`src/design/c8alu_pkg.sv`:
```
// Shared types and constants for the 8-bit ALU flag unit.
package c8alu_pkg;

  localparam int unsigned DataW  = 8;
  localparam int unsigned FuncW  = 4;
  localparam int unsigned BitIdxW = 3;
  localparam int unsigned FlagW  = 4;
  localparam int unsigned InDataW  = 16;  // operand + bit_index, byte padded
  localparam int unsigned OutDataW = 16;  // result_value + flag_nibble, byte padded
  localparam int unsigned OutUserW = 2;   // writes_operand_reg, writes_accumulator

  typedef enum logic [FuncW-1:0] {
    FUNC_ADD = 4'd0,
    FUNC_SUB = 4'd1,
    FUNC_AND = 4'd2,
    FUNC_OR  = 4'd3,
    FUNC_XOR = 4'd4,
    FUNC_CP  = 4'd5,
    FUNC_INC = 4'd6,
    FUNC_DEC = 4'd7,
    FUNC_RL  = 4'd8,
    FUNC_RLA = 4'd9,
    FUNC_BIT = 4'd10,
    FUNC_CCF = 4'd11
  } func_t;

  typedef struct packed {
    logic z;
    logic n;
    logic h;
    logic c;
  } flags_t;

endpackage

```
`src/design/cpu8_alu_flag_unit.sv`:
```
// Top level: 8-bit ALU with accumulator and Z/N/H/C flags, stream in and out.
// One item per cycle sustained while the output is not stalled. An input
// register takes the item, the ALU and flag logic work on it against the
// accumulator and flags in one pass, and the result lands in an output
// register when the item leaves the input register, which waits while a
// result is stalled at the output. The accumulator and flags update as each
// item leaves the input register, so back-to-back items see the updated
// state. The input side keeps accepting while a result waits, until both
// the input and output registers are full. Reset clears accumulator and
// flags to zero. Opcodes 12 to 15 do nothing and report the accumulator.
module cpu8_alu_flag_unit (
  input  logic                                  clk,
  input  logic                                  rst_n,
  input  logic                                  in_tvalid,
  output logic                                  in_tready,
  input  logic [c8alu_pkg::InDataW-1:0]         in_tdata,   // [7:0] operand, [10:8] bit_index
  input  logic [c8alu_pkg::FuncW-1:0]           in_tuser,   // [3:0] func
  output logic                                  out_tvalid,
  input  logic                                  out_tready,
  output logic [c8alu_pkg::OutDataW-1:0]        out_tdata,  // [7:0] result_value, [11:8] flag_nibble
  output logic [c8alu_pkg::OutUserW-1:0]        out_tuser   // [0] writes_operand_reg,
                                                            // [1] writes_accumulator
);
  import c8alu_pkg::*;

  // input stage
  logic               in_valid_r;
  logic [FuncW-1:0]   func_r;
  logic [DataW-1:0]   operand_r;
  logic [BitIdxW-1:0] bit_index_r;

  // architectural state
  logic [DataW-1:0]   acc_r, acc_nxt;
  flags_t             flags_r, flags_nxt;

  // output stage
  logic               out_valid_r;
  logic [DataW-1:0]   result_r, result_nxt;
  logic               wop_r, wop_nxt;
  logic               wacc_r, wacc_nxt;

  logic               advance;
  logic [DataW:0]     sum;
  logic [4:0]         nib_sum;
  logic [DataW-1:0]   logic_res;

  assign advance   = in_valid_r && (!out_valid_r || out_tready);
  assign in_tready = !in_valid_r || advance;

  assign sum     = {1'b0, acc_r} + {1'b0, operand_r};
  assign nib_sum = {1'b0, acc_r[3:0]} + {1'b0, operand_r[3:0]};

  always_comb begin
    acc_nxt    = acc_r;
    flags_nxt  = flags_r;
    result_nxt = acc_r;
    wop_nxt    = 1'b0;
    wacc_nxt   = 1'b0;
    logic_res  = '0;
    case (func_t'(func_r))
      FUNC_ADD: begin
        result_nxt = sum[DataW-1:0];
        flags_nxt  = '{z: (sum[DataW-1:0] == '0), n: 1'b0, h: nib_sum[4], c: sum[DataW]};
        wacc_nxt   = 1'b1;
      end
      FUNC_SUB, FUNC_CP: begin
        logic_res = acc_r - operand_r;
        flags_nxt = '{z: (logic_res == '0), n: 1'b1,
                      h: (acc_r[3:0] < operand_r[3:0]), c: (acc_r < operand_r)};
        if (func_t'(func_r) == FUNC_SUB) begin
          result_nxt = logic_res;
          wacc_nxt   = 1'b1;
        end
      end
      FUNC_AND: begin
        logic_res  = acc_r & operand_r;
        result_nxt = logic_res;
        flags_nxt  = '{z: (logic_res == '0), n: 1'b0, h: 1'b1, c: 1'b0};
        wacc_nxt   = 1'b1;
      end
      FUNC_OR: begin
        logic_res  = acc_r | operand_r;
        result_nxt = logic_res;
        flags_nxt  = '{z: (logic_res == '0), n: 1'b0, h: 1'b0, c: 1'b0};
        wacc_nxt   = 1'b1;
      end
      FUNC_XOR: begin
        logic_res  = acc_r ^ operand_r;
        result_nxt = logic_res;
        flags_nxt  = '{z: (logic_res == '0), n: 1'b0, h: 1'b0, c: 1'b0};
        wacc_nxt   = 1'b1;
      end
      FUNC_INC: begin
        logic_res  = operand_r + DataW'(1);
        result_nxt = logic_res;
        flags_nxt  = '{z: (logic_res == '0), n: 1'b0, h: (operand_r[3:0] == 4'hF),
                       c: flags_r.c};
        wop_nxt    = 1'b1;
      end
      FUNC_DEC: begin
        logic_res  = operand_r - DataW'(1);
        result_nxt = logic_res;
        flags_nxt  = '{z: (logic_res == '0), n: 1'b1, h: (operand_r[3:0] == 4'h0),
                       c: flags_r.c};
        wop_nxt    = 1'b1;
      end
      FUNC_RL: begin
        logic_res  = {operand_r[DataW-2:0], flags_r.c};
        result_nxt = logic_res;
        flags_nxt  = '{z: (logic_res == '0), n: 1'b0, h: 1'b0, c: operand_r[DataW-1]};
        wop_nxt    = 1'b1;
      end
      FUNC_RLA: begin
        result_nxt = {acc_r[DataW-2:0], flags_r.c};
        flags_nxt  = '{z: 1'b0, n: 1'b0, h: 1'b0, c: acc_r[DataW-1]};
        wacc_nxt   = 1'b1;
      end
      FUNC_BIT: begin
        flags_nxt = '{z: !operand_r[bit_index_r], n: 1'b0, h: 1'b1, c: flags_r.c};
      end
      FUNC_CCF: begin
        flags_nxt = '{z: flags_r.z, n: 1'b0, h: 1'b0, c: !flags_r.c};
      end
      default: begin
        // unused opcodes: no change
      end
    endcase
    if (wacc_nxt) begin
      acc_nxt = result_nxt;
    end
  end

  always_ff @(posedge clk) begin
    if (!rst_n) begin
      in_valid_r  <= 1'b0;
      out_valid_r <= 1'b0;
      acc_r       <= '0;
      flags_r     <= '0;
    end else begin
      if (in_tready) begin
        in_valid_r <= in_tvalid;
      end
      if (advance) begin
        out_valid_r <= 1'b1;
        acc_r       <= acc_nxt;
        flags_r     <= flags_nxt;
      end else if (out_tready) begin
        out_valid_r <= 1'b0;
      end
    end
  end

  always_ff @(posedge clk) begin
    if (in_tready && in_tvalid) begin
      func_r      <= in_tuser;
      operand_r   <= in_tdata[DataW-1:0];
      bit_index_r <= in_tdata[DataW+BitIdxW-1:DataW];
    end
    if (advance) begin
      result_r <= result_nxt;
      wop_r    <= wop_nxt;
      wacc_r   <= wacc_nxt;
    end
  end

  assign out_tvalid = out_valid_r;
  assign out_tdata  = {(OutDataW-DataW-FlagW)'(0), flags_r, result_r};
  assign out_tuser  = {wacc_r, wop_r};

endmodule

```
`config.mk`:
```
export PLATFORM = sky130hd
export DESIGN_NAME = cpu8_alu_flag_unit
export DESIGN_NICKNAME = d
export VERILOG_FILES = /design/src/design/c8alu_pkg.sv /design/src/design/cpu8_alu_flag_unit.sv
export SDC_FILE = /design/constraint.sdc
export NUM_CORES = 1
export LEC_CHECK = 0
export ABC_CLOCK_PERIOD_IN_PS = 3600
export BUFFER_PORTS_ARGS = -buffer_cell sky130_fd_sc_hd__buf_4
export CORE_ASPECT_RATIO = 0.6
export CORE_MARGIN = 4
export CORE_UTILIZATION = 49
export CTS_BUF_LIST = sky130_fd_sc_hd__clkbuf_8 sky130_fd_sc_hd__clkbuf_16
export DETAILED_ROUTE_END_ITERATION = 8
export PLACE_DENSITY = 0.73
export SLEW_MARGIN = 30
export SYNTH_ARGS = -nofsm -noshare
export SYNTH_HDL_FRONTEND = slang
export SYNTH_SLANG_ARGS = --single-unit
```
`constraint.sdc`:
```
create_clock -name clk -period 3.6 [get_ports clk]
set_input_delay 0.18 -clock clk [delete_from_list [all_inputs] [get_ports clk]]
set_output_delay 0.18 -clock clk [all_outputs]
set_load 0.005 [all_outputs]
```
==> flow_metrics.py, run 1 <==
metrics = {
    "final_layout": {
        "nFillCells": 708,
        "drive_gt1_share_pct": 16.98,
        "synthToLayoutAreaGrowth_pct": 13.11,
        "nets": 536,
        "antenna_cells": 0,
        "finish.utilization_pct": 58.63,
    },
    "clocking": {
        "cts_buffer_depth": 2,
        "clock_sinks": 39,
        "cts_setup_buffers": 0,
        "path_clk_slew_ps": 60,
        "insertion_delay_ps": 300,
        "postCtsHoldBufs": 0,
        "cts_resized": 0,
        "clock-root-buffer": "clkbuf_16",
        "cts_buffers": 5,
        "ctsHtreeMaxLevel": 2,
        "cts_tree": "yes",
    },
    "synthesis": {
        "synth_common_cells": "a21oi_1 (35), ha_1 (28), nor2_1 (28)",
        "synth_area_leaders": "edfxtp_1 (19%), ha_1 (9.0%), dfxtp_1 (7.2%), a21oi_1 (4.5%), nor2_1 (2.7%)",
        "async_flop_share_pct": 0,
        "ys_dominant_reg_cell": "edfxtp_1",
        "seq_area_frac_synth_pct": 26.60,
        "synth_top_area_cell": "edfxtp_1",
        "ys_warn_count": 0,
        "yosysUniqueCellTypes": 81,
        "synth_top_area_share_pct": 19.37,
        "synth_area_sq_um": 3876,
        "synth_most_common_cell": "a21oi_1",
        "postSynthCellCount": 455,
        "synth-seq-cells": 39,
        "syn_avg_cell_area_sq_um": 8.519,
        "synth_edf_count": 25,
    },
    "global_route": {
        "overflow": 0,
        "antenna_found_initial": 0,
        "grt_usage_pct": 30.53,
        "grt_max_degree": 27,
        "grt_pass1_vias": 3743,
        "grt_pass1_wl_um": 21810,
    },
    "worst_setup_path": {
        "cp.required_ps": 3790,
        "crit_arrival_ps": 3100,
        "crit_fanout": 6,
        "rr_worst_depth": 8,
        "critPathLaunchType": "register",
        "path_class": "register to register",
        "cp-end-kind": "register",
    },
    "worst_hold_path": {
        "hold_path_class": "primary input to register",
        "hold-path-cell-count": 1,
    },
    "timing": {
        "tns_ps": 0,
        "setup_slack_ps": 682.8,
        "rsz0062_at_grt": "no",
        "fin_crit_ps": 2917,
        "drv_slew": 0,
        "whs_ps": 56.56,
        "finalSetupViolations": 0,
        "hold_viol_final": 0,
        "worst_pin_slew_ps": 1026,
        "clock_skew_ps": 7.308,
        "max_freq_ghz": 0.3428,
        "slew_headroom_pct": 30.86,
        "fin_crit_sh_pct": 81.03,
    },
    "die": {
        "die_w_um": 122.8,
        "pin_count": 44,
        "std_cell_rows": 24,
        "die_h_um": 76.90,
        "initial_core_util_pct": 51.84,
        "coreArea_sq_um": 7477,
        "die_area_sq_um": 9445,
    },
    "run_status": {
        "status": "finished, final reports clean",
    },
    "placement": {
        "place_congestion": 0.9863,
        "dp_hpwl_um": 10610,
        "port_buffers": 34,
        "dp_slack_ps": 760.7,
    },
    "drt": {
        "detail_route.vias_per_cell": 6.726,
        "drc": 0,
        "drtIter0Drc": 630,
        "wl_um": 14010,
        "firstDrtPassIters": 6,
        "wire_per_inst_um": 23.86,
        "antenna_left": 0,
        "vias": 3948,
    },
    "power_and_ir_drop": {
        "ir_drop_uv": 187.6,
        "p_leak_nw": 1.659,
        "power_density_nw_per_um2": 338.5,
    },
    "flow_run": {
        "max_cap_viol_count": 0,
    },
}
## final cells by class
| class | count | area (sq um) | area share (%) |
|---|---|---|---|
| Multi-Input combinational cell | 351 | 2517 | 57.42 |
| Sequential cell | 39 | 1031 | 23.52 |
| Timing Repair Buffer | 58 | 435.4 | 9.932 |
| Clock buffer | 7 | 163.9 | 3.739 |
| Tap cell | 104 | 130.1 | 2.968 |
| Inverter | 27 | 101.3 | 2.312 |
| Clock inverter | 1 | 5.005 | 0.1142 |
## power breakdown
group / leakage [nW] / internal [W] / switching [W]
clock: 0.0850 / 0.000317 / 0.000196
combinational: 1.22 / 0.000171 / 0.000257
sequential: 0.355 / 0.000507 / 0.0000364
total: 1.66 / 0.000995 / 0.000489
## layout by cell type, fill, tap and decap left out, types with 9 or more instances in the layout
cell type	count
o21ai_0	18
nor2b_1	11
ha_1	28
inv_1	25
o211ai_1	11
nand3_1	11
edfxtp_1	25
nor3_1	9
buf_4	58
nand2_1	25
a21oi_1	35
dfxtp_1	14
nor2_1	28
a211oi_1	11
## cell families (layout without fill, tap and decap cells)
group,count (synthesis),count (layout),share of synthesized area [%]
AOI/OAI and AO/OA,151,151,27.37
xor gates and xnor gates,12,12,2.711
adders and majority gates,30,30,10.07
buffers and inverters,68,93,8.747
DFF,39,39,26.60
muxes,8,8,2.776
other,1,4,0.09674
and+or+nand+nor,146,146,21.63
## critical path, stage by stage (launching register included)
cell and delay (ps):
edfxtp_1 500, ha_1 320, fa_1 430, a211oi_1 460
nor2_1 160, xor2_1 180, a221oi_1 310, o211ai_1 220
o21a_1 220
## worst paths after layout
path | from | slack, ps | to
worst min register to register | out_tdata[9] | 480 | out_tdata[9]
worst max-delay path | operand_r[0] | 680 | acc_r[4]
worst min-delay path | in_tdata[5] | 60 | operand_r[5]
worst max register to register | operand_r[0] | 680 | acc_r[4]
## stage by stage
step / power, W / instance area (sq um) / cells
floorplan: 0.0008224 / 3887 / 458
global placement: 0.0009568 / 4215 / 579
detailed placement: 0.0009592 / 4215 / 579
CTS: 0.001468 / 4384 / 587
global route: 0.001544 / 4384 / 587
finish: 0.001484 / 4384 / 587
## sequential cells by signal, indices dropped and copies added (netlist names)
| signal | count |
|---|---|
| bit_index_r | 3 |
| result_r | 8 |
| acc_r | 8 |
| wop_r | 1 |
| out_tdata | 4 |
| func_r | 4 |
| wacc_r | 1 |
| operand_r | 8 |
| out_tvalid | 1 |
| in_valid_r | 1 |
## layer usage
metal	wire (um)	global-route usage (%)
met5	0	0
met4	269	9.162
met3	1996	10.96
met2	5564	40.49
met1	6176	45.41
(Power assumes the default switching activity.)
==> inputs of run 2 (changes only) <==
ABC_CLOCK_PERIOD_IN_PS = 2610   (was 3600)
PLACE_DENSITY = 0.75   (was 0.73)
clock period = 2.61 ns   (was 3.6 ns; I/O delays follow)
==> flow_metrics.py, run 2 (synthesis results as in run 1) <==
metrics = {
    "timing": {
        "tns_ps": 0,
        "max_freq_ghz": 0.3894,
        "drv_slew": 0,
        "clock_skew_ps": 4.233,
        "fin_crit_sh_pct": 98.40,
        "hold_viol_final": 0,
        "worst_pin_slew_ps": 811.8,
        "rsz0062_at_grt": "yes",
        "fin_crit_ps": 2568,
        "finalSetupViolations": 0,
        "slew_headroom_pct": 45.88,
    },
    "die": {
        "die_h_um": 76.90,
        "initial_core_util_pct": 51.84,
        "std_cell_rows": 24,
        "pin_count": 44,
        "die_area_sq_um": 9445,
        "die_w_um": 122.8,
        "coreArea_sq_um": 7477,
    },
    "drt": {
        "detail_route.vias_per_cell": 6.621,
        "wl_um": 13820,
        "firstDrtPassIters": 5,
        "antenna_left": 0,
        "wire_per_inst_um": 22.18,
        "vias": 4125,
        "drtIter0Drc": 675,
        "drc": 0,
    },
    "worst_setup_path": {
        "cp_num_buf_inv": 0,
        "critPathLaunchType": "register",
        "crit_family": "simple AND/OR/NAND/NOR gates",
        "critical_path.cell_chain": "ha_2, fa_2, a211oi_2, nor2_1, xor2_1, nand4bb_1, or4b_4, o211ai_1",
        "cp.required_ps": 2820,
        "crit_arrival_ps": 2780,
        "cp_slowest_cell": "or4b_4",
        "crit_fanout": 3,
        "cp-end-kind": "register",
        "path_class": "register to register",
        "critPathMaxStageDelay_ps": 510,
    },
    "power_and_ir_drop": {
        "power_density_nw_per_um2": 424.6,
        "p_leak_nw": 1.847,
        "ir_drop_uv": 232.2,
    },
    "final_layout": {
        "antenna_cells": 0,
        "layout_commonest_cell": "buf_4",
        "final_cell_mix": "buf_4 (90), a21oi_1 (35), nor2_1 (28), inv_1 (26)",
        "drive_gt1_share_pct": 25.05,
        "finish.utilization_pct": 63.07,
        "top_regs": "acc_r (8), operand_r (8), result_r (8)",
        "nets": 572,
        "synthToLayoutAreaGrowth_pct": 21.66,
    },
    "clocking": {
        "ctsHtreeMaxLevel": 2,
        "postCtsHoldBufs": 0,
        "insertion_delay_ps": 290,
        "cts_buffers": 5,
        "cts_buffer_depth": 2,
        "cts_tree": "yes",
        "clock_sinks": 39,
        "cts_setup_buffers": 0,
        "clock-root-buffer": "clkbuf_16",
        "path_clk_slew_ps": 60,
    },
    "global_route": {
        "antenna_found_initial": 0,
        "grt_usage_pct": 29.84,
        "grt_pass1_vias": 3782,
        "overflow": 0,
        "grt_pass1_wl_um": 21620,
        "grt_max_degree": 39,
    },
    "placement": {
        "port_buffers": 34,
        "place_congestion": 1.042,
        "dp_hpwl_um": 10600,
    },
    "flow_run": {
        "max_cap_viol_count": 0,
    },
    "worst_hold_path": {
        "hold_path_class": "primary input to register",
    },
    "run_status": {
        "status": "finished, final reports clean",
    },
}
## run 2: metrics by stage
step | hold slack (ps) | instance area [sq um] | instances | power, W | setup WS (ps)
after floorplan | 229.4 | 3895 | 458 | 0.001135 | -47.39
after global placement | 308.3 | 4528 | 615 | 0.001365 | 3.129
after detailed placement | 310.0 | 4528 | 615 | 0.001370 | -33.69
after CTS | 13.97 | 4671 | 623 | 0.001965 | 35.33
after global routing | 11.53 | 4716 | 623 | 0.002091 | -16.66
final | 13.04 | 4716 | 623 | 0.002003 | 41.88
## run 2: repair_timing
action                     4_1_cts  5_1_grt
setup endpoints to repair        2       10
pin swaps                        0        4
resized for setup                1       15
## run 2: report_power, final
group | internal [W] | switching (W) | total [W]
sequential | 0.000699 | 0.0000257 | 0.000725
clock | 0.000346 | 0.000257 | 0.000603
combinational | 0.000286 | 0.000389 | 0.000674
total | 0.00133 | 0.000672 | 0.00200
## run 2: final timing paths
path,slack (ps),cells after the start,to,startpoint
max,40,8,out_tdata[11],operand_r[0]
min,10,1,operand_r[7],in_tdata[7]
max reg2reg,40,8,out_tdata[11],operand_r[0]
min reg2reg,460,2,out_tdata[9],out_tdata[9]
## run 2: layout make-up
cell class,instances,area [sq um]
Tap cell,104,130.1
Timing Repair Buffer,94,747.0
Inverter,27,101.3
Fill cell,653,2761
Clock inverter,3,12.51
Sequential cell,39,1031
Clock buffer,5,125.1
Multi-Input combinational cell,351,2569
## run 2: worst reg2reg max path, stage by stage, from the launching register on
cell	delay (ps)
edfxtp_1	440
ha_2	240
fa_2	370
a211oi_2	320
nor2_1	120
xor2_1	170
nand4bb_1	240
or4b_4	510
o211ai_1	100
## run 2: routing by layer
layer | share of wire (%) | GRT usage [%] | up-vias
met1 | 44 | 45.41 | 1937
met2 | 41 | 41.69 | 304
met3 | 14 | 8.162 | 28
li1 | - | - | 1854
met4 | 1.2 | 5.140 | 2
met5 | 0.30 | 3.977 | -
==> inputs of run 3 (changes only) <==
CTS_BUF_LIST = sky130_fd_sc_hd__clkbuf_2   (was sky130_fd_sc_hd__clkbuf_8 sky130_fd_sc_hd__clkbuf_16)
==> flow_metrics.py, run 3 (synthesis results as in run 1) <==
metrics = {
    "run_status": {
        "status": "finished, final reports clean",
    },
    "worst_setup_path": {
        "crit_fanout": 3,
        "cp_slowest_cell": "or4b_4",
        "critical_path.cell_chain": "ha_2, fa_2, a211oi_4, nor2_2, xor2_1, nand4bb_1, or4b_4, o211ai_1",
        "cp-end-kind": "register",
        "crit_arrival_ps": 2970,
        "critPathMaxStageDelay_ps": 510,
        "path_class": "register to register",
        "cp.required_ps": 3010,
        "critPathLaunchType": "register",
    },
    "worst_hold_path": {
        "hold_path_class": "primary input to register",
    },
    "global_route": {
        "grt_pass1_vias": 3880,
        "overflow": 0,
        "antenna_found_initial": 0,
        "grt_max_degree": 39,
        "grt_usage_pct": 30.58,
        "grt_pass1_wl_um": 22040,
    },
    "placement": {
        "place_area_sq_um": 4528,
        "port_buffers": 34,
        "dp_hpwl_um": 10600,
        "place_congestion": 1.042,
        "dp_cells": 615,
    },
    "die": {
        "pin_count": 44,
        "std_cell_rows": 24,
        "initial_core_util_pct": 51.84,
        "die_h_um": 76.90,
        "die_w_um": 122.8,
        "coreArea_sq_um": 7477,
        "die_area_sq_um": 9445,
    },
    "final_layout": {
        "antenna_cells": 0,
        "design_area_sq_um": 4811,
        "nets": 590,
        "final_cell_mix": "buf_4 (90), a21oi_1 (35), nor2_1 (27), nand2_1 (25), edfxtp_1 (25)",
        "nFillCells": 662,
        "finalNonFillerCells": 641,
        "top_regs": "acc_r (8), operand_r (8), result_r (8)",
        "layout_commonest_cell": "buf_4",
        "drive_gt1_share_pct": 24.95,
        "finish.utilization_pct": 64.34,
        "synthToLayoutAreaGrowth_pct": 24.11,
    },
    "timing": {
        "slew_headroom_pct": 43.56,
        "fin_crit_sh_pct": 98.59,
        "fin_crit_ps": 2573,
        "hold_viol_final": 0,
        "worst_pin_slew_ps": 846.6,
        "max_freq_ghz": 0.3886,
        "finalSetupViolations": 0,
        "drv_slew": 0,
        "whs_ps": 365.4,
        "rsz0062_at_grt": "yes",
        "clock_skew_ps": 32.72,
    },
    "drt": {
        "wl_met2_um": 5795,
        "antenna_left": 0,
        "wl_um": 14060,
        "wl_met1_um": 6160,
        "firstDrtPassIters": 7,
        "drtIter0Drc": 651,
        "vias": 4227,
        "routed-wl-met3_um": 1911,
        "drc": 0,
        "wire_per_inst_um": 21.93,
        "detail_route.vias_per_cell": 6.594,
        "top_layer_used": "met4",
    },
    "clocking": {
        "clock-root-buffer": "clkbuf_2",
        "cts_buffer_depth": 2,
        "cts_tree": "yes",
        "path_clk_slew_ps": 230,
        "cts_buffers": 5,
        "clock_sinks": 39,
        "ctsHtreeMaxLevel": 2,
        "insertion_delay_ps": 460,
    },
    "power_and_ir_drop": {
        "ir_drop_uv": 186.6,
        "p_leak_nw": 1.880,
        "power_density_nw_per_um2": 359.0,
    },
    "flow_run": {
        "max_cap_viol_count": 0,
    },
}
==> run 3: cell types whose count changed in the layout (fill, tap and decap cells not counted), sizes merged <==
cell         delta
dlygate4sd3    +18
clkbuf          +2
inv             -2
==> run 3: per-layer routing <==
| metal | GRT usage [%] | up-vias |
|---|---|---|
| met4 | 7.486 | 0 |
| met1 | 46.94 | 2011 |
| li1 | - | 1889 |
| met5 | 0 | - |
| met2 | 42.18 | 306 |
| met3 | 7.500 | 21 |
==> run 3: worst paths after layout <==
path                 from  cells past startpoint            end  slack, ps
min reg2reg  out_tdata[9]                      2   out_tdata[9]        470
min           in_tdata[5]                      2   operand_r[5]        370
max          operand_r[0]                      8  out_tdata[11]         40
max reg2reg  operand_r[0]                      8  out_tdata[11]         40
==> run 3: power breakdown <==
group          switching (W)  total (W)  internal [W]
combinational       0.000396   0.000700      0.000304
sequential         0.0000260   0.000725      0.000699
clock               0.000229   0.000302     0.0000729
total               0.000651    0.00173       0.00108
==> run 3: per-stage QoR <==
step | setup slack [ps] | setup TNS [ps] | total power (W)
after floorplan | -47.39 | -47.39 | 0.001135
after global placement | 3.129 | 0 | 0.001365
after detailed placement | -33.69 | -33.69 | 0.001370
after CTS | -0.5567 | -0.5567 | 0.001684
after global routing | -18.78 | -18.78 | 0.001820
final | 36.79 | 0 | 0.001727
==> run 3: repair_timing <==
item | in CTS | in global routing
buffers inserted | 0 | 0
resized for setup | 1 | 18
hold buffers | 18 | 0
pin swaps | 0 | 6
endpoints found under the hold margin | 20 | 0
setup endpoints to repair | 2 | 10
cloned | 0 | 0
==> run 3: cell type report <==
class | count | area (sq um) | share of cell area (%)
clock inverters | 1 | 5.005 | 0.1040
repair buffers | 112 | 927.1 | 19.27
flip-flops and latches | 39 | 1031 | 21.43
well taps | 104 | 130.1 | 2.705
multi-input cells | 351 | 2581 | 53.65
clock buffers | 7 | 35.03 | 0.7282
inverters | 27 | 101.3 | 2.107
==> run 3: critical path, delay by kind of cell (launching register included) <==
kind                       cells  cell delay, ps
AOI/OAI and AO/OA              2             400
xor gates and xnor gates       1             160
adders and majority gates      2             620
DFF                            1             490
and+or+nand+nor                3             830
